===== src/rtl/cdt_pkg.sv =====
package cdt_pkg;

  localparam int TABLE_DEPTH  = 256;
  localparam int CUTOFF_WIDTH = 64;

  localparam int IDX_W     = $clog2(TABLE_DEPTH);
  localparam int CNT_W     = $clog2(TABLE_DEPTH + 1);
  localparam int LEN_W     = 9;
  localparam int UW_W      = 7;
  localparam int DATA_W    = 64;
  localparam int VAL_W     = 9;
  localparam int CFG_IDX_W = 4;
  localparam int CFG_W     = 9;

  localparam logic [LEN_W-1:0] LEN_RESET = LEN_W'(256);
  localparam logic [UW_W-1:0]  UW_RESET  = UW_W'(64);

  localparam logic ACT_LOAD   = 1'b0;
  localparam logic ACT_SAMPLE = 1'b1;

  localparam logic [CFG_IDX_W-1:0] CFG_TABLE_LENGTH  = CFG_IDX_W'(0);
  localparam logic [CFG_IDX_W-1:0] CFG_UNIFORM_WIDTH = CFG_IDX_W'(1);

  typedef logic [CUTOFF_WIDTH-1:0] cutoff_t;

  typedef struct packed {
    logic    shift_zero;
    logic    shift_one;
    logic    load_tail;
    cutoff_t tail_data;
  } ring_ctrl_t;

endpackage


===== src/rtl/cdt_ctrl.sv =====
module cdt_ctrl
  import cdt_pkg::*;
(
  input  logic                    clk,
  input  logic                    rst,
  input  logic                    in_valid,
  output logic                    in_stall,
  input  logic                    action,
  input  logic                    use_zero_table,
  input  logic [DATA_W-1:0]       weight,
  input  logic [DATA_W-1:0]       uniform_bits,
  input  logic                    sign_bit,
  output logic                    out_valid,
  input  logic                    out_stall,
  output logic signed [VAL_W-1:0] sample_value,
  input  logic                    cfg_write,
  input  logic [CFG_IDX_W-1:0]    cfg_index,
  input  logic [CFG_W-1:0]        cfg_data,
  input  cutoff_t                 head_zero,
  input  cutoff_t                 head_one,
  output ring_ctrl_t              ring_ctrl
);

  localparam logic [1:0] ST_IDLE = 2'd0;
  localparam logic [1:0] ST_RUN  = 2'd1;
  localparam logic [1:0] ST_HOLD = 2'd2;

  localparam cutoff_t CUT_MAX = {CUTOFF_WIDTH{1'b1}};

  logic [1:0]        state;
  logic [IDX_W-1:0]  step;
  logic              is_sample;
  logic              sel_zero;
  logic              neg;
  logic [DATA_W-1:0] u;
  logic [IDX_W-1:0]  n_last;
  logic              found;
  logic [IDX_W-1:0]  obs;
  logic              wr_en;
  logic [IDX_W-1:0]  wr_pos;
  logic [CNT_W-1:0]  zero_fill;
  logic [CNT_W-1:0]  one_fill;
  cutoff_t           zero_total;
  cutoff_t           one_total;
  logic [LEN_W-1:0]  table_length;
  logic [UW_W-1:0]   uniform_width;

  logic                  accept;
  logic [DATA_W-1:0]     umask;
  cutoff_t               wclip;
  cutoff_t               cur_total;
  logic [CUTOFF_WIDTH:0] sum;
  cutoff_t               sat_total;
  logic [CNT_W-1:0]      cur_fill;
  logic [IDX_W-1:0]      n_last_next;
  cutoff_t               head;
  logic                  hit;
  logic                  last_step;
  logic [IDX_W-1:0]      idx_final;
  logic [VAL_W-1:0]      mag;
  logic [VAL_W-1:0]      result;

  assign in_stall = (state != ST_IDLE);
  assign accept   = in_valid && !in_stall;

  always_comb begin
    for (int i = 0; i < DATA_W; i++) begin
      umask[i] = (i < int'(uniform_width));
    end
  end

  assign wclip     = (weight > DATA_W'(CUT_MAX)) ? CUT_MAX : weight[CUTOFF_WIDTH-1:0];
  assign cur_total = use_zero_table ? zero_total : one_total;
  assign sum       = {1'b0, cur_total} + {1'b0, wclip};
  assign sat_total = sum[CUTOFF_WIDTH] ? CUT_MAX : sum[CUTOFF_WIDTH-1:0];
  assign cur_fill  = use_zero_table ? zero_fill : one_fill;

  always_comb begin
    if (table_length == '0) begin
      n_last_next = '0;
    end else if (int'(table_length) > TABLE_DEPTH) begin
      n_last_next = IDX_W'(TABLE_DEPTH - 1);
    end else begin
      n_last_next = IDX_W'(table_length - LEN_W'(1));
    end
  end

  assign head      = sel_zero ? head_zero : head_one;
  assign hit       = !found && (step <= n_last) && (u < DATA_W'(head));
  assign last_step = (step == IDX_W'(TABLE_DEPTH - 1));
  assign idx_final = found ? obs : n_last;
  assign mag       = VAL_W'(idx_final);

  always_comb begin
    if (!neg) begin
      result = mag;
    end else if (sel_zero) begin
      result = VAL_W'(0) - mag;
    end else begin
      result = ~mag;
    end
  end

  always_comb begin
    ring_ctrl.shift_zero = (state == ST_RUN) && sel_zero;
    ring_ctrl.shift_one  = (state == ST_RUN) && !sel_zero;
    ring_ctrl.load_tail  = !is_sample && wr_en && (step == wr_pos);
    ring_ctrl.tail_data  = sel_zero ? zero_total : one_total;
  end

  always_ff @(posedge clk) begin
    if (rst) begin
      state         <= ST_IDLE;
      step          <= '0;
      found         <= 1'b0;
      out_valid     <= 1'b0;
      zero_fill     <= '0;
      one_fill      <= '0;
      zero_total    <= '0;
      one_total     <= '0;
      table_length  <= LEN_RESET;
      uniform_width <= UW_RESET;
    end else begin
      if (cfg_write) begin
        case (cfg_index)
          CFG_TABLE_LENGTH:  table_length  <= cfg_data[LEN_W-1:0];
          CFG_UNIFORM_WIDTH: uniform_width <= cfg_data[UW_W-1:0];
          default: ;
        endcase
      end

      if (out_valid && !out_stall && state != ST_HOLD) begin
        out_valid <= 1'b0;
      end

      case (state)
        ST_IDLE: begin
          if (accept) begin
            is_sample <= (action == ACT_SAMPLE);
            sel_zero  <= use_zero_table;
            neg       <= sign_bit;
            u         <= uniform_bits & umask;
            n_last    <= n_last_next;
            step      <= '0;
            found     <= 1'b0;
            wr_en     <= (action == ACT_LOAD) && (cur_fill < CNT_W'(TABLE_DEPTH));
            state     <= ST_RUN;
            if (action == ACT_LOAD) begin
              if (use_zero_table) begin
                zero_total <= sat_total;
              end else begin
                one_total <= sat_total;
              end
              if (cur_fill < CNT_W'(TABLE_DEPTH)) begin
                wr_pos <= cur_fill[IDX_W-1:0];
                if (use_zero_table) begin
                  zero_fill <= zero_fill + CNT_W'(1);
                end else begin
                  one_fill <= one_fill + CNT_W'(1);
                end
              end
            end
          end
        end
        ST_RUN: begin
          step <= step + IDX_W'(1);
          if (is_sample && hit) begin
            found <= 1'b1;
            obs   <= step;
          end
          if (last_step) begin
            state <= is_sample ? ST_HOLD : ST_IDLE;
          end
        end
        ST_HOLD: begin
          if (!out_valid || !out_stall) begin
            out_valid    <= 1'b1;
            sample_value <= $signed(result);
            state        <= ST_IDLE;
          end
        end
        default: state <= ST_IDLE;
      endcase
    end
  end

  a_out_from_hold: assert property (@(posedge clk) disable iff (rst)
    $rose(out_valid) |-> $past(state) == ST_HOLD)
    else $error("result issued outside hold state");

  a_run_ends: assert property (@(posedge clk) disable iff (rst)
    (state == ST_RUN && last_step) |=> (state == ST_IDLE || state == ST_HOLD))
    else $error("ring rotation did not finish after a full turn");

  a_fill_bound: assert property (@(posedge clk) disable iff (rst)
    zero_fill <= CNT_W'(TABLE_DEPTH) && one_fill <= CNT_W'(TABLE_DEPTH))
    else $error("fill count beyond table depth");

  a_found_in_range: assert property (@(posedge clk) disable iff (rst)
    (state == ST_RUN && found) |-> obs <= n_last)
    else $error("hit recorded past table length");

  a_one_ring: assert property (@(posedge clk) disable iff (rst)
    !(ring_ctrl.shift_zero && ring_ctrl.shift_one))
    else $error("both tables rotating at once");

endmodule


===== config.mk =====
export PLATFORM = sky130hd
export DESIGN_NAME = cdt_ctrl
export DESIGN_NICKNAME = d
export VERILOG_FILES = /design/src/rtl/cdt_pkg.sv /design/src/rtl/cdt_ctrl.sv
export SDC_FILE = /design/constraint.sdc
export NUM_CORES = 1
export LEC_CHECK = 0
export ABC_CLOCK_PERIOD_IN_PS = 5810
export BUFFER_PORTS_ARGS = -buffer_cell sky130_fd_sc_hd__buf_2
export CAP_MARGIN = 40
export CORE_MARGIN = 10
export CORE_UTILIZATION = 30
export CTS_CLUSTER_SIZE = 40
export DETAILED_ROUTE_END_ITERATION = 10
export REMOVE_ABC_BUFFERS = 1
export SLEW_MARGIN = 20
export SYNTH_ARGS = -nofsm -noshare
export SYNTH_HDL_FRONTEND = slang
export SYNTH_SLANG_ARGS = --single-unit
export TNS_END_PERCENT = 30

===== constraint.sdc =====
create_clock -name clk -period 5.81 [get_ports clk]
set_clock_uncertainty 0.1 [all_clocks]
set_input_delay 1.4525 -clock clk [delete_from_list [all_inputs] [get_ports clk]]
set_output_delay 1.4525 -clock clk [all_outputs]
set_load 0.05 [all_outputs]

==> results of run 1 <==
-- flip-flops by register name, summed over array words and instances (netlist names), 9 cells and up --
register,flops
one_fill,9
table_length,9
one_total,64
sample_value,9
u,64
zero_fill,9
zero_total,64
-- per-layer routing --
layer  GRT usage [%]  up-vias  routed length [um]
met3           3.670      110                4581
met2           30.26      600               32500
li1                -     8421                   -
met1           21.13     8352               28370
met4           5.748        2                1947
met5               0        -                  13
-- metrics by stage --
stage | power (uW) | hold WS (ps)
4_1_cts | 5661 | 404.9
6_report | 5601 | 404.1
2_1_floorplan | 2924 | 361.5
5_1_grt | 5849 | 422.3
3_3_place_gp | 3321 | 383.6
3_5_place_dp | 3342 | 392.7
-- layout by cell type, fill, tap and decap left out, types with 51 or more instances in the layout --
| master | synthesis | layout |
|---|---|---|
| ha_1 | 141 | 141 |
| nand2_1 | 122 | 122 |
| mux2i_1 | 84 | 84 |
| buf_2 | 27 | 353 |
| o21ai_0 | 80 | 80 |
| a21o_1 | 61 | 61 |
| nor2_1 | 264 | 263 |
| dfxtp_1 | 174 | 174 |
| xor2_1 | 51 | 51 |
| a21oi_1 | 141 | 141 |
| edfxtp_1 | 101 | 101 |
| buf_4 | 0 | 54 |
| mux2_2 | 136 | 136 |
| nor3_1 | 64 | 63 |
| a311oi_1 | 67 | 67 |
-- worst max-delay path, cell delays in order --
cell and delay [ps]:
buf_4 310, buf_4 350, mux2_2 380, ha_1 440
nand2_1 130, nor3_1 220, nand4_1 160, a211oi_2 300
a21oi_2 100, a21oi_2 270, a21o_1 610, nor2_4 60
buf_12 200, a311oi_1 320
-- kinds of logic (layout without fill, tap and decap cells) --
kind of cell | after synthesis | after routing | share of synthesized area [%]
XOR/XNOR | 91 | 91 | 4.227
buffers and inverters | 169 | 513 | 3.584
AND/OR/NAND/NOR | 666 | 666 | 16.60
AO/OA/AOI/OAI | 518 | 518 | 18.82
multiplexers | 220 | 220 | 12.58
adder cells (fa/ha/maj) | 145 | 145 | 9.622
flip-flops | 275 | 275 | 34.56
other | 0 | 3 | 0
-- power by group through the flow --
stage / sequential (uW) / combinational, uW / clock, uW
floorplan: 2170 / 757 / 0
global placement: 2170 / 1150 / 0
detailed placement: 2170 / 1170 / 0
CTS: 2130 / 1180 / 2350
global route: 2140 / 1290 / 2420
finish: 2130 / 1180 / 2290
-- worst paths after layout --
path,endpoint,slack (ps),cells past startpoint
max,zero_total[30]$_SDFFE_PP0P_,770,14
min,one_total[23]$_SDFFE_PP0P_,400,2
max reg2reg,obs[1]$_DFFE_PP_,1560,11
min reg2reg,one_total[23]$_SDFFE_PP0P_,400,2
-- final cells by class --
class                           instances  share of cell area [%]
Antenna cell                            3                 0.03282
Clock buffer                           51                   4.452
Clock inverter                         12                  0.7767
Inverter                               38                  0.6236
Multi-Input combinational cell       1640                   51.07
Sequential cell                       275                   28.49
Tap cell                              837                   4.578
Timing Repair Buffer                  412                   9.977
==> impl_metrics.json, run 1 <==
{
  "worst_r2r_startpoint": "sel_zero$_DFFE_PP_",
  "drc": 0,
  "io_pins": 355,
  "tritoncts": "yes",
  "drv_cap": 0,
  "via_count": 17490,
  "cts-root-buf": "clkbuf_16",
  "setup.worst_path.end_class": "register",
  "dp_hpwl_mm": 52.99,
  "crit_fanout": 64,
  "cts_resized": 0,
  "pwr-share-comb_pct": 21.0,
  "yosysWarnings": 0,
  "grt_pass1_wl_mm": 101.8,
  "die_x_um": 270.7,
  "switching_share_pct": 29.78,
  "fin_crit_sh_pct": 86.78,
  "hold_viol_final": 0,
  "stdcell_count": 3268,
  "p_switching_uw": 1668,
  "hold_class": "reg -> reg",
  "pre_cts_slack_ps": 169.1,
  "drt-initial-drc-count": 1024,
  "synth_cells": 2084,
  "drive_above_1_share_pct": 26.07,
  "cp-start-kind": "primary input",
  "core_area_um2": 61940,
  "ant_nets": 0,
  "internal_power_uw": 3933,
  "grt_max_degree": 98,
  "yosys.cell_count.top_type": "nor2_1",
  "p_seq_share_pct": 38.0,
  "synth_top_cell_area_share_pct": 18.48,
  "fp.dieH_um": 270.7,
  "cts_setup_buffers": 0,
  "synth_ff_type": "dfxtp_1",
  "cts_buffers": 35,
  "tns_ps": 0,
  "nFillCells": 6374,
  "critical_path_arrival_ps": 5380,
  "min-delay-start": "one_total[23]$_SDFFE_PP0P_",
  "num_rows": 91,
  "fin_ws_ps": 768.2,
  "syn_to_final_growth_pct": 21.32,
  "finalSetupViolations": 0,
  "utilization_pct": 36.93,
  "clkPwrFrac_pct": 41.0,
  "track_usage_pct": 17.45,
  "yosys_register_bits": 275,
  "finalNetCount": 2821,
  "status": "finished, final reports clean",
  "vdd_ir_drop_max_uv": 175.0,
  "wire_per_inst_um": 20.63,
  "finalWeightedCongestion": 0.9606,
  "clkTransAtPathRegs_ps": 60,
  "slew_headroom_pct": 47.91,
  "place_area_um2": 21670,
  "start_util_pct": 30.44,
  "cts_max_path_buffers": 3,
  "worst_pin_slew_ps": 779.7,
  "synth.largest_area_cell": "dfxtp_1",
  "avgSynthCellArea_um2": 9.047,
  "htreeDepth": 2,
  "port_buffers": 354,
  "antenna_found_initial": 4,
  "syn_area_um2": 18850,
  "synth.area.top_cells": "dfxtp_1, edfxtp_1, ha_1",
  "clock_latency_ps": 560,
  "die_area_um2": 73280,
  "crit_required_ps": 6150,
  "drv_slew": 0,
  "crit_start": "use_zero_table",
  "drtPass1Iterations": 7,
  "regArea_um2": 6516,
  "clock_sinks": 275,
  "async_flop_share_pct": 0,
  "grt_pass1_vias": 17580,
  "final_cell_area_um2": 22870,
  "fmax_ghz": 0.1983,
  "fin_crit_ps": 5042,
  "synth.distinct_cells": 78,
  "drt_wl_total_mm": 67.41,
  "cts_hold_buf": 0,
  "synth-edff-count": 101,
  "grt_overflow": 0,
  "rsz0062_at_grt": "no",
  "dp.cells": 3202,
  "power_density_nw_per_um2": 244.8,
  "viasPerCell": 5.350,
  "leakagePower_uw": 0.009791,
  "synth_seq_area_share_pct": 34.56,
  "timing_worst_setup_path_type": "in -> reg",
  "multiInputGateArea_um2": 11680,
  "synth_commonest_cells": "nor2_1, dfxtp_1, a21oi_1, ha_1, mux2_2"
}
(Power assumes the default switching activity.)
==> inputs of run 2 (changes only) <==
--- a/config.mk
+++ b/config.mk
@@ -12,6 +12,7 @@
 export CORE_UTILIZATION = 30
 export CTS_CLUSTER_SIZE = 40
 export DETAILED_ROUTE_END_ITERATION = 10
+export PLACE_DENSITY = 0.52
 export REMOVE_ABC_BUFFERS = 1
 export SLEW_MARGIN = 20
 export SYNTH_ARGS = -nofsm -noshare
==> run 2 against run 1 <==
First-iteration DRC count increased by 3.6%. Non-clock buffer count down 15. Critical path depth stayed put. Combinational power barely moved. Clock power hardly changed. Die area is the same. Power is 0.57% lower. Global-route usage about the same. Sequential share of layout area up 0.10 points. Worst setup slack improved by 95 ps. Critical path type unchanged. Highest routed layer unchanged.
==> impl_metrics.json, run 2 (synthesis results as in run 1) <==
{
  "status": "finished, final reports clean",
  "worstPathCellList": "buf_4 -> buf_4 -> mux2_2 -> ha_1 -> nand4_1 -> or3_1 -> a211oi_2 -> a21oi_2 -> a21oi_2 -> a21o_1 -> buf_4 -> buf_4 -> nor4_1 -> nor3_1",
  "min-delay-start": "zero_total[23]$_SDFFE_PP0P_",
  "grt_pass1_wl_mm": 101.9,
  "cts_hold_buf": 0,
  "antenna_found_initial": 8,
  "track_usage_pct": 17.41,
  "ant_nets": 0,
  "wire_per_inst_um": 20.60,
  "worst_pin_slew_ps": 750.0,
  "dp.cells": 3186,
  "cts_buffers": 36,
  "place_area_um2": 21560,
  "worst_r2r_startpoint": "zero_total[0]$_SDFFE_PP0P_",
  "drt_wl_total_mm": 67.08,
  "grt.busiest_layer": "met2",
  "cts_resized": 0,
  "htreeDepth": 2,
  "p_seq_share_pct": 38.3,
  "final_cell_area_um2": 22790,
  "use_met1_pct": 20.86,
  "finalSetupViolations": 0,
  "finalNetCount": 2807,
  "start_util_pct": 30.44,
  "slew_headroom_pct": 49.88,
  "finalWeightedCongestion": 0.9096,
  "largestRegisters": "one_total: 64 flops, u: 64 flops, zero_total: 64 flops",
  "timing_worst_setup_path_type": "in -> reg",
  "num_rows": 91,
  "rsz0062_at_grt": "no",
  "drc": 0,
  "crit_required_ps": 6160,
  "cp-start-kind": "primary input",
  "grt_overflow": 0,
  "p_switching_uw": 1659,
  "cpPeakStageDelay_ps": 460,
  "viasPerCell": 5.274,
  "port_buffers": 354,
  "crit_start": "use_zero_table",
  "dp_hpwl_mm": 52.44,
  "tritoncts": "yes",
  "fp.dieH_um": 270.7,
  "clkPwrFrac_pct": 40.8,
  "cts-root-buf": "clkbuf_16",
  "hold_class": "reg -> reg",
  "drv_slew": 0,
  "clock_latency_ps": 550,
  "cpMaxStageDelayCell": "ha_1",
  "die_area_um2": 73280,
  "fmax_ghz": 0.2021,
  "internal_power_uw": 3910,
  "vdd_ir_drop_max_uv": 248.8,
  "switching_share_pct": 29.78,
  "critical_path_arrival_ps": 5290,
  "final_common_cell": "buf_2",
  "crit_fanout": 23,
  "use_met3_pct": 3.582,
  "setup.worst_path.end_class": "register",
  "clock_sinks": 275,
  "fin_crit_sh_pct": 85.14,
  "grt_pass1_vias": 17510,
  "clkTransAtPathRegs_ps": 50,
  "fin_crit_ps": 4947,
  "drive_above_1_share_pct": 25.65,
  "power_density_nw_per_um2": 244.3,
  "leakagePower_uw": 0.009719,
  "io_pins": 355,
  "cp_common_cell": "buf_4",
  "pwr-share-comb_pct": 20.9,
  "core_area_um2": 61940,
  "die_x_um": 270.7,
  "cts_setup_buffers": 0,
  "drt-initial-drc-count": 1061,
  "syn_to_final_growth_pct": 20.89,
  "drtPass1Iterations": 5,
  "finalPower_uw": 5569,
  "grt_max_degree": 98,
  "cts_max_path_buffers": 3,
  "use_met2_pct": 30.89,
  "stdcell_count": 3256,
  "hold_viol_final": 0,
  "via_count": 17170,
  "final_cell_mix": "buf_2, nor2_1, dfxtp_1",
  "drv_cap": 0
}
[run 2: cell types whose count changed in the layout (fill, tap and decap cells not counted), sizes merged]
| cell | change |
|---|---|
| clkinvlp | +2 |
| clkbuf | -4 |
| clkinv | +3 |
| diode | +3 |
| buf | -15 |
| inv | -1 |
[run 2: per-layer routing]
layer	wire (um)	vias up	share of wire, %
met5	36	-	0.054
met4	1504	6	2.2
met3	4023	94	6.0
met2	33120	507	49
met1	28400	8186	42
li1	-	8378	-
[run 2: final timing paths]
| kind | cells past startpoint | slack [ps] | to |
|---|---|---|---|
| setup / recovery | 14 | 860 | zero_total[51]$_SDFFE_PP0P_ |
| hold / removal | 2 | 400 | zero_total[23]$_SDFFE_PP0P_ |
| setup reg to reg | 13 | 1920 | one_total[22]$_SDFFE_PP0P_ |
| hold reg to reg | 2 | 400 | zero_total[23]$_SDFFE_PP0P_ |
[run 2: stage by stage]
step,utilization (%),hold WS (ps),TNS [ps],setup slack [ps]
2_1_floorplan,-,361.5,-96460,-1367
3_3_place_gp,34.70,383.6,0,429.4
3_5_place_dp,34.81,392.6,0,345.5
4_1_cts,36.73,404.6,0,867.0
5_1_grt,36.79,426.5,0,645.8
6_report,36.80,403.1,0,863.2
[run 2: cell type report]
class                   count  area, um^2
diodes                      6       15.01
clock buffers              47       993.5
clock inverters            16       195.2
fillers                  6445       39150
inverters                  38       142.6
multi-input cells        1640       11690
flip-flops and latches    275        6516
well taps                 837        1047
repair buffers            397        2195
[run 2: power by group through the flow]
stage          Clock [uW]  Sequential (uW)  Combinational (uW)
2_1_floorplan           0             2170                 757
3_3_place_gp            0             2170                1150
3_5_place_dp            0             2170                1160
4_1_cts              2340             2130                1170
5_1_grt              2400             2140                1280
6_report             2270             2130                1160
[run 2: critical path: cells and delay by family]
family          cells  cell delay [ps]
compound gates      4              820
fa+ha+maj           1              460
buf+inv             4             1190
mux                 1              370
simple gates        4              990
